### config.mk
export PLATFORM = sky130hd
export DESIGN_NAME = istrc_regs
export DESIGN_NICKNAME = d
export VERILOG_FILES = /design/src/hdl/istrc_pkg.sv /design/src/hdl/istrc_regs.sv
export SDC_FILE = /design/constraint.sdc
export NUM_CORES = 1
export LEC_CHECK = 0
export BUFFER_PORTS_ARGS = -buffer_cell sky130_fd_sc_hd__buf_2
export CAP_MARGIN = 15
export CORE_MARGIN = 2
export CORE_UTILIZATION = 52
export DETAILED_ROUTE_END_ITERATION = 7
export PLACE_DENSITY = 0.86
export SLEW_MARGIN = 30
export SYNTH_ARGS = -nofsm -noshare
export SYNTH_HDL_FRONTEND = slang
export SYNTH_SLANG_ARGS = --single-unit
export TNS_END_PERCENT = 50
### constraint.sdc
create_clock -name i_clk -period 17.1 [get_ports i_clk]
set_input_delay 0.855 -clock i_clk [delete_from_list [all_inputs] [get_ports i_clk]]
set_output_delay 0.855 -clock i_clk [all_outputs]
set_load 0.05 [all_outputs]
### src/hdl/istrc_pkg.sv
`timescale 1ns / 1ps
// ----------------------------------------------------------------------------
// istrc_pkg
// Shared types, codes and constants of the implicit super-twisting rate
// controller.
// ----------------------------------------------------------------------------
package istrc_pkg;

    localparam int AXES_DEF       = 3;
    localparam int DATA_WIDTH_DEF = 32;

    // configuration port
    localparam int NCFG       = 3;
    localparam int GAIN_REG_W = 63;
    localparam int APB_DW     = 64;
    localparam int ADDR_W     = 5;

    // gain field layout, unsigned Q11.10
    localparam int GAIN_W = 21;
    localparam int L1_LSB = 0;
    localparam int L2_LSB = 21;
    localparam int G_LSB  = 42;

    // item fields
    localparam int IN_W  = 32;
    localparam int H_W   = 24;
    localparam int OUT_W = 32;
    localparam int XI_W  = 18;

    // arithmetic units
    localparam int DVD_W   = 64;
    localparam int DVS_W   = 43;
    localparam int SQ_IN_W = 56;
    localparam int SQ_W    = SQ_IN_W / 2;
    localparam int ONE_Q16 = 65536;

    typedef logic [GAIN_REG_W-1:0] t_gain;

    typedef enum logic [1:0] {
        REG_AXIS0_GAINS = 2'd0,
        REG_AXIS1_GAINS = 2'd1,
        REG_AXIS2_GAINS = 2'd2
    } t_reg;

    typedef enum logic [1:0] {
        CMD_UPDATE = 2'd0,
        CMD_SET    = 2'd1,
        CMD_CLEAR  = 2'd2,
        CMD_IGNORE = 2'd3
    } t_cmd;

    typedef enum logic [2:0] {
        ST_OK           = 3'd0,
        ST_INVALID_AXIS = 3'd1,
        ST_NOT_CONF     = 3'd2,
        ST_INVALID_DT   = 3'd3,
        ST_OVERFLOW     = 3'd4
    } t_status;

    typedef enum logic [1:0] {
        BR_SLIDING  = 2'd0,
        BR_POSITIVE = 2'd1,
        BR_NEGATIVE = 2'd2
    } t_branch;

    typedef enum logic [4:0] {
        S_IDLE, S_CHECK, S_MUL_A, S_MUL_HH, S_MUL_Q, S_MUL_HL2, S_DECIDE,
        S_BRANCH, S_XI_WAIT, S_CORR_WAIT, S_SQ_START, S_SQ_WAIT, S_ROOT_WAIT,
        S_MUL_T, S_CAP_T, S_FORM, S_CMD_START, S_CMD_WAIT, S_FINISH, S_OUT
    } t_state;

    typedef enum logic [4:0] {
        OP_NONE, OP_LOAD, OP_STATUS, OP_SET_INT, OP_CLEAR,
        OP_MUL_A, OP_MUL_HH, OP_MUL_Q, OP_MUL_HL2, OP_DECIDE,
        OP_DIV_XI, OP_XI_CORR, OP_CAP_CORR,
        OP_MUL_D, OP_SQRT, OP_DIV_ROOT, OP_CAP_ROOT, OP_MUL_T, OP_CAP_T,
        OP_FORM, OP_DIV_CMD, OP_CAP_CMD, OP_COMMIT, OP_OUT
    } t_op;

    typedef struct packed {
        t_op     op;
        t_status status;
    } t_dp_cmd;

    typedef struct packed {
        t_cmd    cmd;
        t_status pre_status;
        logic    q_zero;
        logic    sliding;
        logic    ab_ovf;
        logic    fin_ovf;
        logic    div_done;
        logic    sqrt_done;
    } t_dp_stat;

endpackage

### src/hdl/istrc_regs.sv
`timescale 1ns / 1ps
// ----------------------------------------------------------------------------
// istrc_regs
// APB-style register file holding the packed gains of each axis.
// ----------------------------------------------------------------------------
module istrc_regs (
    input  logic                                  i_clk,
    input  logic                                  i_rst_n,
    input  logic                                  psel,
    input  logic                                  penable,
    input  logic                                  pwrite,
    input  logic [istrc_pkg::ADDR_W-1:0]          paddr,
    input  logic [istrc_pkg::APB_DW-1:0]          pwdata,
    output logic [istrc_pkg::APB_DW-1:0]          prdata,
    output logic                                  pready,
    output istrc_pkg::t_gain [istrc_pkg::NCFG-1:0] o_gains
);
    import istrc_pkg::*;

    t_gain r_gains [NCFG];
    t_reg  sel;
    logic  wr_en;

    assign sel    = t_reg'(paddr[ADDR_W-1:3]);
    assign wr_en  = psel && penable && pwrite;
    assign pready = 1'b1;

    always_ff @(posedge i_clk) begin
        if (!i_rst_n) begin
            for (int i = 0; i < NCFG; i++) r_gains[i] <= '0;
        end else if (wr_en) begin
            case (sel)
                REG_AXIS0_GAINS: r_gains[0] <= pwdata[GAIN_REG_W-1:0];
                REG_AXIS1_GAINS: r_gains[1] <= pwdata[GAIN_REG_W-1:0];
                REG_AXIS2_GAINS: r_gains[2] <= pwdata[GAIN_REG_W-1:0];
                default: ;
            endcase
        end
    end

    always_comb begin
        case (sel)
            REG_AXIS0_GAINS: prdata = {1'b0, r_gains[0]};
            REG_AXIS1_GAINS: prdata = {1'b0, r_gains[1]};
            REG_AXIS2_GAINS: prdata = {1'b0, r_gains[2]};
            default:         prdata = '0;
        endcase
    end

    always_comb begin
        for (int i = 0; i < NCFG; i++) o_gains[i] = r_gains[i];
    end

endmodule

==> results.tsv <==
metric	value	unit
clkTransAtPathRegs	0.07	ns
die_x	129	um
finalSetupTns	0	ns
antenna_left	0	
synth_seq_cells	189	
crit_path_max_fanout	68	
drive_gt1_frac	0.523	
grt_pass1_vias	5329	
yosysWarningCount	0	
die-area	0.0165	sq mm
critPathLaunchType	primary input	
cts_sinks	189	
slew_headroom	0.366	
grt_pass1_wl	29200	um
grt_max_degree	69	
async_reset_ff_frac	0	
cts-htree-levels	4	
grtUsageTotal	0.237	
arrival	3.10	ns
synth_edf_count	189	
die_h	129	um
path_buf_inv	4	
crit_chain	buf_2, buf_4, nor2b_4, buf_4, o2bb2ai_1, buf_2	
startpoint	paddr[4]	
start_util	0.530	
synth.yosys.seq_area_share	0.704	
hold_path_class	primary input to register	
yosys.area.top_type_share	0.704	
routed_wl	20200	um
drc_errors	0	
netlist-cell-type-count	20	
top_register	r_gains	
synth_most_common_cell	edfxtp_1	
io_buffers	321	
rows	45	
reg.largest.list	r_gains x189	
viasPerCell	5.44	
final_util	0.682	
critPathKind	primary input to output port	
ys.flop_type	edfxtp_1	
post_cts_resized	0	
ios	328	
cts_hold_buf	0	
tritoncts	done	
slowest_stage	buf_4	
ir_drop	0.0647	mV
synth_fp_nets	563	
overflow	0	
critPathTopFamily	buffers and inverters	
cts_root_buf	clkbuf_16	
fin_nets	874	
run_status	finished, final reports clean	
syn_avg_cell_area	16.5	sq um
wire_per_inst	20.1	um
largest_reg_flops	189	
numCtsBuffers	17	
layout_min_cycle_time	3.95	ns
hp-start	pwdata[54]	
nFillCells	1049	
synthTopCellsByCount	edfxtp_1, inv_1, mux2i_1, o2bb2ai_1, nor3_2	
syn_to_final_growth	28.6	%
finalSetupViolations	0	
synth_top_cell_by_area	edfxtp_1	
fin_crit_sh	0.231	
netlist_area	0.00806	sq mm
rsz0062_at_grt	no	
cts_setup_buffers	0	
power_density	119	mW/mm^2
cp-end-kind	output port	
worst_pin_slew	0.951	ns
synthCells	489	
vias	5452	
hold_violations	0	
dp_hpwl	12700	um
drv_cap	0	
routabilityCongestion	0.805	
cts_buffer_depth	2	
cpPeakStageDelay	0.65	ns
ys_top_cells_by_area	edfxtp_1, mux2i_1, nor3_2	
maxSlewViolCount	0	
clock.fmax	253	MHz
initialDrtViolationCount	293	
antenna_found_initial	1	
cp.required	16.25	ns
core_area	0.0152	sq mm
dr.pass1.iters	4	
power.leakage	4.36	nW
path summary, 6_finish.rpt:
kind / slack [ns] / endpoint / depth (start not counted)
setup / recovery: 13.15 / prdata[43] / 6
hold / removal: 0.78 / r_gains[0][54] / 3
placed cells by master, fill, tap and decap left out:
cell / instances
buf_2: 320
edfxtp_1: 189
mux2i_1: 63
o2bb2ai_1: 63
inv_1: 63
nor3_2: 60
clkbuf_16: 17
buf_4: 9
clkinv_1: 4
nor3_1: 3
bufinv_16: 3
clkinv_4: 3
diode_2: 2
o31ai_4: 2
conb_1: 2
clkinvlp_4: 2
nor2b_4: 1
nand3_4: 1
a21bo_4: 1
nand2b_1: 1
o21ai_4: 1
inv_2: 1
inv_6: 1
clkinv_2: 1
inv_8: 1
buf_16: 1
metal layers:
layer / global-route usage / routed length (um) / vias to the layer above
li1: - / - / 2474
met1: 0.277 / 7770 / 2686
met2: 0.412 / 10500 / 256
met3: 0.0769 / 1520 / 36
met4: 0.0889 / 418 / 0
met5: 0 / 0 / -
area by class of cell:
| type | instances | area [sq um] | area share |
|---|---|---|---|
| inverter | 64 | 240 | 0.0232 |
| tap | 188 | 235 | 0.0227 |
| clock buffer | 17 | 425 | 0.0410 |
| timing repair buffer | 330 | 1700 | 0.164 |
| sequential | 189 | 5680 | 0.547 |
| multi-input combinational | 198 | 1920 | 0.185 |
| antenna | 2 | 5.00 | 0.000483 |
| clock inverter | 15 | 171 | 0.0165 |
stage by stage:
stage                     instance area, sq um  cells  hold WS [ns]  setup slack [ns]  power [mW]
after floorplan                           8060    489          1.11             10.55       0.778
after global placement                    9740    968          1.22             13.20       0.836
after detailed placement                  9740    968          1.22             13.16       0.840
after CTS                                10300   1000         0.765             13.15        1.24
after global routing                     10400   1002         0.769             13.04        1.27
final                                    10400   1003         0.781             13.15        1.23
kinds of logic after synthesis:
logic type,share of synthesized area
flops,0.704
buf+inv,0.0664
mux,0.0782
other cells,0.000931
simple gates,0.0785
compound gates,0.0721
power by group:
| part | leakage [nW] | switching [mW] | internal, mW | total [mW] |
|---|---|---|---|---|
| clock | 0.285 | 0.171 | 0.230 | 0.401 |
| combinational | 2.26 | 0.220 | 0.0533 | 0.273 |
| sequential | 1.81 | 0.0160 | 0.541 | 0.557 |
(Power assumes the default switching activity.)
