[src/hdl/istrc_pkg.sv]
`timescale 1ns / 1ps
// ----------------------------------------------------------------------------
// istrc_pkg
// Shared types, codes and constants of the implicit super-twisting rate
// controller.
// ----------------------------------------------------------------------------
package istrc_pkg;

    localparam int AXES_DEF       = 3;
    localparam int DATA_WIDTH_DEF = 32;

    // configuration port
    localparam int NCFG       = 3;
    localparam int GAIN_REG_W = 63;
    localparam int APB_DW     = 64;
    localparam int ADDR_W     = 5;

    // gain field layout, unsigned Q11.10
    localparam int GAIN_W = 21;
    localparam int L1_LSB = 0;
    localparam int L2_LSB = 21;
    localparam int G_LSB  = 42;

    // item fields
    localparam int IN_W  = 32;
    localparam int H_W   = 24;
    localparam int OUT_W = 32;
    localparam int XI_W  = 18;

    // arithmetic units
    localparam int DVD_W   = 64;
    localparam int DVS_W   = 43;
    localparam int SQ_IN_W = 56;
    localparam int SQ_W    = SQ_IN_W / 2;
    localparam int ONE_Q16 = 65536;

    typedef logic [GAIN_REG_W-1:0] t_gain;

    typedef enum logic [1:0] {
        REG_AXIS0_GAINS = 2'd0,
        REG_AXIS1_GAINS = 2'd1,
        REG_AXIS2_GAINS = 2'd2
    } t_reg;

    typedef enum logic [1:0] {
        CMD_UPDATE = 2'd0,
        CMD_SET    = 2'd1,
        CMD_CLEAR  = 2'd2,
        CMD_IGNORE = 2'd3
    } t_cmd;

    typedef enum logic [2:0] {
        ST_OK           = 3'd0,
        ST_INVALID_AXIS = 3'd1,
        ST_NOT_CONF     = 3'd2,
        ST_INVALID_DT   = 3'd3,
        ST_OVERFLOW     = 3'd4
    } t_status;

    typedef enum logic [1:0] {
        BR_SLIDING  = 2'd0,
        BR_POSITIVE = 2'd1,
        BR_NEGATIVE = 2'd2
    } t_branch;

    typedef enum logic [4:0] {
        S_IDLE, S_CHECK, S_MUL_A, S_MUL_HH, S_MUL_Q, S_MUL_HL2, S_DECIDE,
        S_BRANCH, S_XI_WAIT, S_CORR_WAIT, S_SQ_START, S_SQ_WAIT, S_ROOT_WAIT,
        S_MUL_T, S_CAP_T, S_FORM, S_CMD_START, S_CMD_WAIT, S_FINISH, S_OUT
    } t_state;

    typedef enum logic [4:0] {
        OP_NONE, OP_LOAD, OP_STATUS, OP_SET_INT, OP_CLEAR,
        OP_MUL_A, OP_MUL_HH, OP_MUL_Q, OP_MUL_HL2, OP_DECIDE,
        OP_DIV_XI, OP_XI_CORR, OP_CAP_CORR,
        OP_MUL_D, OP_SQRT, OP_DIV_ROOT, OP_CAP_ROOT, OP_MUL_T, OP_CAP_T,
        OP_FORM, OP_DIV_CMD, OP_CAP_CMD, OP_COMMIT, OP_OUT
    } t_op;

    typedef struct packed {
        t_op     op;
        t_status status;
    } t_dp_cmd;

    typedef struct packed {
        t_cmd    cmd;
        t_status pre_status;
        logic    q_zero;
        logic    sliding;
        logic    ab_ovf;
        logic    fin_ovf;
        logic    div_done;
        logic    sqrt_done;
    } t_dp_stat;

endpackage

[src/hdl/istrc_ctrl.sv]
`timescale 1ns / 1ps
// ----------------------------------------------------------------------------
// istrc_ctrl
// Sequencer: walks one request through the datapath micro-operations.
// ----------------------------------------------------------------------------
module istrc_ctrl (
    input  logic                  i_clk,
    input  logic                  i_rst_n,
    input  logic                  i_in_valid,
    output logic                  o_in_stall,
    output logic                  o_out_valid,
    input  logic                  i_out_stall,
    input  istrc_pkg::t_dp_stat   i_stat,
    output istrc_pkg::t_dp_cmd    o_cmd
);
    import istrc_pkg::*;

    t_state r_state, n_state;
    logic   r_out_valid, n_out_valid;
    logic   accept, out_free;

    assign o_in_stall = (r_state != S_IDLE);
    assign accept     = i_in_valid && (r_state == S_IDLE);
    assign out_free   = !r_out_valid || !i_out_stall;

    always_comb begin
        n_state = r_state;
        case (r_state)
            S_IDLE:      if (accept) n_state = S_CHECK;
            S_CHECK: begin
                case (i_stat.cmd)
                    CMD_UPDATE: n_state = (i_stat.pre_status == ST_OK) ? S_MUL_A : S_OUT;
                    CMD_SET:    n_state = S_OUT;
                    CMD_CLEAR:  n_state = S_OUT;
                    default:    n_state = S_IDLE;
                endcase
            end
            S_MUL_A:     n_state = S_MUL_HH;
            S_MUL_HH:    n_state = S_MUL_Q;
            S_MUL_Q:     n_state = S_MUL_HL2;
            S_MUL_HL2:   n_state = S_DECIDE;
            S_DECIDE:    n_state = S_BRANCH;
            S_BRANCH: begin
                if (i_stat.q_zero)       n_state = S_OUT;
                else if (i_stat.sliding) n_state = S_XI_WAIT;
                else                     n_state = S_SQ_START;
            end
            S_XI_WAIT:   if (i_stat.div_done) n_state = S_CORR_WAIT;
            S_CORR_WAIT: if (i_stat.div_done) n_state = S_FORM;
            S_SQ_START:  n_state = S_SQ_WAIT;
            S_SQ_WAIT:   if (i_stat.sqrt_done) n_state = S_ROOT_WAIT;
            S_ROOT_WAIT: if (i_stat.div_done) n_state = S_MUL_T;
            S_MUL_T:     n_state = S_CAP_T;
            S_CAP_T:     n_state = S_FORM;
            S_FORM:      n_state = S_CMD_START;
            S_CMD_START: n_state = i_stat.ab_ovf ? S_OUT : S_CMD_WAIT;
            S_CMD_WAIT:  if (i_stat.div_done) n_state = S_FINISH;
            S_FINISH:    n_state = S_OUT;
            S_OUT:       if (out_free) n_state = S_IDLE;
            default:     n_state = S_IDLE;
        endcase
    end

    always_comb begin
        o_cmd.op     = OP_NONE;
        o_cmd.status = ST_OVERFLOW;
        case (r_state)
            S_IDLE:      if (accept) o_cmd.op = OP_LOAD;
            S_CHECK: begin
                case (i_stat.cmd)
                    CMD_UPDATE: begin
                        if (i_stat.pre_status != ST_OK) o_cmd.op = OP_STATUS;
                        o_cmd.status = i_stat.pre_status;
                    end
                    CMD_SET: begin
                        o_cmd.op     = (i_stat.pre_status == ST_OK) ? OP_SET_INT : OP_STATUS;
                        o_cmd.status = i_stat.pre_status;
                    end
                    CMD_CLEAR:  o_cmd.op = OP_CLEAR;
                    default:    o_cmd.op = OP_NONE;
                endcase
            end
            S_MUL_A:     o_cmd.op = OP_MUL_A;
            S_MUL_HH:    o_cmd.op = OP_MUL_HH;
            S_MUL_Q:     o_cmd.op = OP_MUL_Q;
            S_MUL_HL2:   o_cmd.op = OP_MUL_HL2;
            S_DECIDE:    o_cmd.op = OP_DECIDE;
            S_BRANCH: begin
                if (i_stat.q_zero)       o_cmd.op = OP_STATUS;
                else if (i_stat.sliding) o_cmd.op = OP_DIV_XI;
                else                     o_cmd.op = OP_MUL_D;
            end
            S_XI_WAIT:   if (i_stat.div_done) o_cmd.op = OP_XI_CORR;
            S_CORR_WAIT: if (i_stat.div_done) o_cmd.op = OP_CAP_CORR;
            S_SQ_START:  o_cmd.op = OP_SQRT;
            S_SQ_WAIT:   if (i_stat.sqrt_done) o_cmd.op = OP_DIV_ROOT;
            S_ROOT_WAIT: if (i_stat.div_done) o_cmd.op = OP_CAP_ROOT;
            S_MUL_T:     o_cmd.op = OP_MUL_T;
            S_CAP_T:     o_cmd.op = OP_CAP_T;
            S_FORM:      o_cmd.op = OP_FORM;
            S_CMD_START: o_cmd.op = i_stat.ab_ovf ? OP_STATUS : OP_DIV_CMD;
            S_CMD_WAIT:  if (i_stat.div_done) o_cmd.op = OP_CAP_CMD;
            S_FINISH:    o_cmd.op = i_stat.fin_ovf ? OP_STATUS : OP_COMMIT;
            S_OUT:       if (out_free) o_cmd.op = OP_OUT;
            default:     o_cmd.op = OP_NONE;
        endcase
    end

    always_comb begin
        n_out_valid = r_out_valid;
        if (r_state == S_OUT && out_free) n_out_valid = 1'b1;
        else if (r_out_valid && !i_out_stall) n_out_valid = 1'b0;
    end

    always_ff @(posedge i_clk) begin
        if (!i_rst_n) begin
            r_state     <= S_IDLE;
            r_out_valid <= 1'b0;
        end else begin
            r_state     <= n_state;
            r_out_valid <= n_out_valid;
        end
    end

    assign o_out_valid = r_out_valid;

endmodule

[config.mk]
export PLATFORM = sky130hd
export DESIGN_NAME = istrc_ctrl
export DESIGN_NICKNAME = d
export VERILOG_FILES = /design/src/hdl/istrc_pkg.sv /design/src/hdl/istrc_ctrl.sv
export SDC_FILE = /design/constraint.sdc
export NUM_CORES = 1
export LEC_CHECK = 0
export ABC_AREA = 1
export BUFFER_PORTS_ARGS = -buffer_cell sky130_fd_sc_hd__buf_4
export CAP_MARGIN = 15
export CORE_UTILIZATION = 53
export CTS_BUF_LIST = sky130_fd_sc_hd__clkbuf_2
export DETAILED_ROUTE_END_ITERATION = 7
export PLACE_DENSITY_LB_ADDON = 0.12
export SLEW_MARGIN = 15
export SYNTH_ARGS = -nofsm -noshare
export SYNTH_HDL_FRONTEND = slang
export SYNTH_SLANG_ARGS = --single-unit
[constraint.sdc]
create_clock -name i_clk -period 1.69 [get_ports i_clk]
set_clock_uncertainty 0.15 [all_clocks]
set_input_delay 0 -clock i_clk [delete_from_list [all_inputs] [get_ports i_clk]]
set_output_delay 0 -clock i_clk [all_outputs]
set_load 0.01 [all_outputs]
==> results of run 1 <==
## synthesized netlist by cell type, drive strengths merged
| cell | number |
|---|---|
| a21oi | 9 |
| a31oi | 3 |
| nor2 | 33 |
| nor3 | 1 |
| nand2 | 48 |
| a211oi | 1 |
| o21ai | 7 |
| buf | 1 |
| o22ai | 1 |
| nand4 | 3 |
| inv | 32 |
| dfxtp | 6 |
| nand3 | 17 |
| o211ai | 2 |
| ha | 4 |
## worst paths after layout
kind	slack, ns	from	endpoint
max	-0.02	r_state[2]	o_cmd[3]
max reg2reg	0.05	r_state[2]	r_state[1]
min	0.07	i_stat[5]	r_state[3]
min reg2reg	0.39	r_state[0]	r_state[0]
## layout make-up
type                            count  area [sq um]
Clock buffer                        3          15.0
Multi-Input combinational cell    129           742
Fill cell                          84           200
Timing Repair Buffer               37           285
Tap cell                           16          20.0
Sequential cell                     6           139
Inverter                           32           123
## per-stage QoR
stage               worst slack, ns  util, %  TNS (ns)  instances
floorplan                     0.338        -         0        168
global placement             0.0927     71.5         0        209
detailed placement           0.0975     71.5         0        209
CTS                        0.000238     76.7         0        217
global route                -0.0839     86.9    -0.411        223
finish                      -0.0166     86.9   -0.0233        223
## state kept, by name, indices dropped and copies added (netlist names)
name         count
o_out_valid      1
r_state          5
## cell families (layout without fill, tap and decap cells)
group                    after synthesis  count (layout)  share of synthesized area, %
buffers and inverters                 33              72                          14.5
AO/OA/AOI/OAI                         23              23                          14.9
flip-flops                             6               6                          13.6
adder cells (fa/ha/maj)                4               4                          5.67
AND/OR/NAND/NOR                      102             102                          51.3
## per-layer routing
layer,part of all wire (%),up-vias
met5,0,-
met4,4.8,0
met3,11,27
met2,48,114
met1,36,559
li1,-,610
## power by group
group	switching [W]	internal (W)	total [W]
Combinational	0.000653	0.000424	0.00108
Sequential	0.0000825	0.000187	0.000270
Clock	0.0000530	0.0000480	0.000101
## worst max-delay path, stage by stage, from the launching register on
cell,delay (ns)
dfxtp_4,0.37
nor2_4,0.18
buf_4,0.14
nand3_1,0.12
o21ai_2,0.21
nor2_1,0.10
nand3_1,0.09
buf_4,0.12
## what timing repair did
| item | in CTS | in global routing |
|---|---|---|
| setup buffers | 2 | 6 |
| resized for setup | 10 | 38 |
| pin swaps | 1 | 10 |
| hold endpoints to repair | 6 | 0 |
| hold buffers | 3 | 0 |
| endpoints found under the setup margin | 6 | 11 |
==> summary.md, run 1 <==
| Metric | Value |
|---|---|
| CTS max path bufs | 2 |
| Tightest Hold Check Type | in2reg |
| GPL Wtd Cong | 0.971 |
| Hold Slack | about 0.068 ns |
| Starting DRT DRC Count | ~110 |
| Pwr dens | 1090 nW/um^2 |
| Most used routing layer | met2 |
| Hold-critical path depth | 4 |
| Worst-Margin Slew | about 0.27 ns |
| Router iterations before antenna repair | 5 |
| Clock Latency Late Sink | roughly 0.23 ns |
| Reg clk slew, reported paths | roughly 0.060 ns |
| Netlist Area Pre-Place | roughly 880 sq um |
| Clock root buffer | clkbuf_2 |
| DRC viols | 0 |
| Post-layout nets | around 230 |
| Initial antenna violation count | 0 |
| Clock Sinks | 6 |
| Critical Path End Type | output pin |
| Fin. Hold Viols | 0 |
| Row cnt | 14 |
| Vias per Instance | between 5 and 6 |
| Post-Place Cell Area | approximately 1100 sq um |
| Final setup fails | 2 |
| Met1 usage | 37.8% |
| Vias post-DR | between 1000 and 1500 |
| Vias in the first global route | between 1000 and 1500 |
| Fin area | between 1000 and 1500 sq um |
| Boundary Pins | 25 |
| Max-slew violation count | 0 |
| Maximum Capacitance Violations | 0 |
| FF-to-FF path depth | 9 |
| Rel. slew slack | between 80% and 90% |
| Post-synth cell types | 20 |
| Status | finished with violations |
| Seq/Total Area, Yosys | a little over an eighth |
| Highest Clock Rate | between 500 and 600 MHz |
| Critical path required time | ~1.5 ns |
| #FFs+latches synth | 6 |
| Final WS setup | -0.0166 ns |
| Worst vdd ir | just over 1000 uV |
| Synth Instances | about 170 |
| Leading area contributor after synthesis | nand2_1 |
| First-pass GRT wire length | about 4400 um |
| Routed length per instance | between 15 and 20 um |
| TritonCTS clock tree | done |
| Clock buffer count from CTS | 3 |
| Gr ovfl total | 0 |
| Yosys top cell area share | 19.1% |
| Die Footprint | 1830 sq um |
| Tmin final | between 1.5 and 2 ns |
| CP Max Fanout | 5 |
| Share of cells above drive strength 1 | 41.1% |
| YS warnings | 0 |
| Crit path kind | reg2out |
| Final worst-path cycle share | 101% |
| Largest net degree at the start of global routing | 9 |
| Initial Util | 57.9% |
| GR met2 Demand/Resource | between 50% and 60% |
| Mean Syn Cell Area | between 5 and 6 sq um |
| Total power | around 0.0014 W |
| Die Span Y | between 40 and 50 um |
| DRT antenna net count | 0 |
| Post-DP HPWL | 2030 um |
| CP startpoint kind | register |
| Syn Nets | roughly 190 |
| Buffers on Ports | 24 |
| # diodes | 0 |
| RSZ-0062 raised after global routing | true |
| Worst Path Arrival | roughly 1.6 ns |
| Met3 Track Usage GR | 9.36% |
| Die W | 42.8 um |
| Leakage | about 0.74 nW |
| Core Footprint | about 1500 sq um |
| Most frequent cells in the layout | nand2_1, buf_4, inv_1, nor2_1, nand3_1 |
| GRT Overall Usage | 31.4% |
| Synth-to-Final Area Change | 50.1% |
| H-tree depth | 1 |
| Failing checks | negative setup slack |
| Post-Route WL | about 3400 um |
| Synth top area cells | nand2_1, dfxtp_1, inv_1 |
No activity file was read; power rests on OpenSTA's default activity.
==> run 2, diff against run 1 <==
HOLD_SLACK_MARGIN = 0.1   (was unset)
==> run 2 against run 1 <==
Wire length increased by 4.1%. Worst setup slack worse by 0.019 ns. Largest power group unchanged. Combinational power is 5% higher. Worst hold slack better by 0.062 ns. Register-to-register slack improved by 0.03 ns. Sequential share of layout area decreased by 0.25 points. Fmax shrank 1.1%. Die area unchanged. Via count is 4.4% higher. Design area up 2.5%. Highest routed layer unchanged. Sequential power about the same. The run still ends with negative setup slack left.
==> summary.md, run 2 (synthesis gave the netlist of run 1 again) <==
| Metric | Value |
|---|---|
| Placed insts | between 200 and 250 |
| First-pass GRT wire length | around 4500 um |
| Vias post-DR | around 1400 |
| CP max-delay cell | dfxtp_4 |
| # diodes | 0 |
| Most used cell, CP | nor2_4 |
| Fin. Hold Viols | 0 |
| Core Footprint | about 1500 sq um |
| CP max stage delay | around 0.37 ns |
| Die Footprint | between 1500 and 2000 sq um |
| Max FFs per register | 5 |
| Clock root buffer | clkbuf_2 |
| Crit path kind | reg2out |
| Die Span Y | around 43 um |
| Leakage | around 0.75 nW |
| GPL Wtd Cong | between 0.9 and 1 |
| DRC viols | 0 |
| Starting DRT DRC Count | just under 80 |
| Tmin final | between 1.5 and 2 ns |
| Clock Sinks | 6 |
| Commonest non-fill, non-tap cell in the layout | nand2_1 |
| Row cnt | 14 |
| Buffers on Ports | 24 |
| Worst Path Arrival | about 1.6 ns |
| Final setup fails | 2 |
| Failing checks | negative setup slack |
| Share of cells above drive strength 1 | about two fifths |
| Largest net degree at the start of global routing | 9 |
| Vias in the first global route | 1124 |
| CP Max Fanout | 5 |
| Initial antenna violation count | 0 |
| Initial Util | a little under 60% |
| H-tree depth | 1 |
| RSZ-0062 raised after global routing | true |
| Final WS setup | -0.0358 ns |
| Gr ovfl total | 0 |
| Clock Latency Late Sink | ~0.23 ns |
| Reg clk slew, reported paths | ~0.060 ns |
| Maximum Capacitance Violations | 0 |
| Synth-to-Final Area Change | 53.8% |
| Post-DP HPWL | about 2000 um |
| Highest Clock Rate | 579 MHz |
| Vias per Instance | ~6.1 |
| Final worst-path cycle share | 102% |
| Most flops, register | r_state |
| Multi-input logic area | around 760 sq um |
| Most frequent cells in the layout | nand2_1, buf_4, inv_1, nor2_1, nand3_1 |
| Tightest Hold Check Type | in2out |
| Status | finished with violations |
| Pwr dens | roughly 1100 nW/um^2 |
| Critical Path End Type | output pin |
| Boundary Pins | 25 |
| Post-layout nets | about 230 |
| Max-slew violation count | 0 |
| GRT Overall Usage | a little under a third |
| TritonCTS clock tree | done |
| CP startpoint kind | register |
| Rel. slew slack | between 80% and 90% |
| Worst-Margin Slew | around 0.28 ns |
| Critical path required time | 1.54 ns |
| FILL cells | 80 |
| Critical Path Source | r_state[2] |
| Worst vdd ir | between 900 and 1000 uV |
| Sequential Area | roughly 140 sq um |
| Die W | around 43 um |
| Hold Slack | ~0.13 ns |
| Post-Route WL | around 3600 um |
| Accumulated negative setup slack | -0.0512 ns |
| Hold Crit Start | i_stat[8] |
| Non-filler instance count after layout | 224 |
| Router iterations before antenna repair | 6 |
| CTS max path bufs | 2 |
| CP Cell Sequence | nor2_4 > inv_2 > nor2_4 > nand3_1 > nand2_1 > nor3_2 > nand4_1 > buf_4 |
| R2r startpoint | r_state[0] |
| Clock buffer count from CTS | 3 |
| DRT antenna net count | 0 |
| Routed length per instance | 15.9 um |
-- run 2: final cells by class --
class | instances | area share, %
Sequential cell | 6 | 10.2
Multi-Input combinational cell | 129 | 55.9
Tap cell | 16 | 1.48
Inverter | 32 | 9.04
Clock buffer | 3 | 1.11
Timing Repair Buffer | 38 | 22.2
-- run 2: power breakdown --
part / leakage [nW] / internal (W) / total (W) / switching, W
clock: 0.0125 / 0.0000480 / 0.000102 / 0.0000537
sequential: 0.0525 / 0.000187 / 0.000268 / 0.0000810
combinational: 0.686 / 0.000441 / 0.00113 / 0.000685
-- run 2: worst max-delay path, delay by kind of cell, from the launching register on --
family / cells / cell delay (ns)
and+or+nand+nor: 6 / 0.79
DFF: 1 / 0.37
buffers and inverters: 2 / 0.20
-- run 2: layer usage --
layer	up-vias	part of all wire, %	GRT usage (%)
met2	133	49	50.3
met5	-	0	0
li1	616	-	-
met4	0	5.2	13.8
met3	35	13	9.36
met1	584	33	39.1
-- run 2: path summary, 6_finish.rpt --
kind / endpoint / slack (ns) / depth (start not counted)
worst min-delay path: o_cmd[2] / 0.13 / 4
worst min register to register: r_state[4] / 0.39 / 2
worst max-delay path: o_cmd[4] / -0.04 / 8
worst max register to register: r_state[2] / 0.08 / 9
-- run 2: through the flow --
stage               area (sq um)  util [%]  power, W  setup WS [ns]
floorplan                    882         -  0.000768          0.338
finish                      1360      89.0   0.00150        -0.0358
global placement            1090      71.5   0.00106         0.0927
detailed placement          1090      71.5   0.00106         0.0975
CTS                         1190      78.0   0.00120       0.000238
global route                1360      89.0   0.00160        -0.0934
-- run 2: what timing repair did --
item,in CTS,in global routing
hold buffers,5,0
endpoints found under the setup margin,6,9
endpoints found under the hold margin,6,0
pin swaps,1,10
gates resized for setup,10,43
buffers inserted,2,5
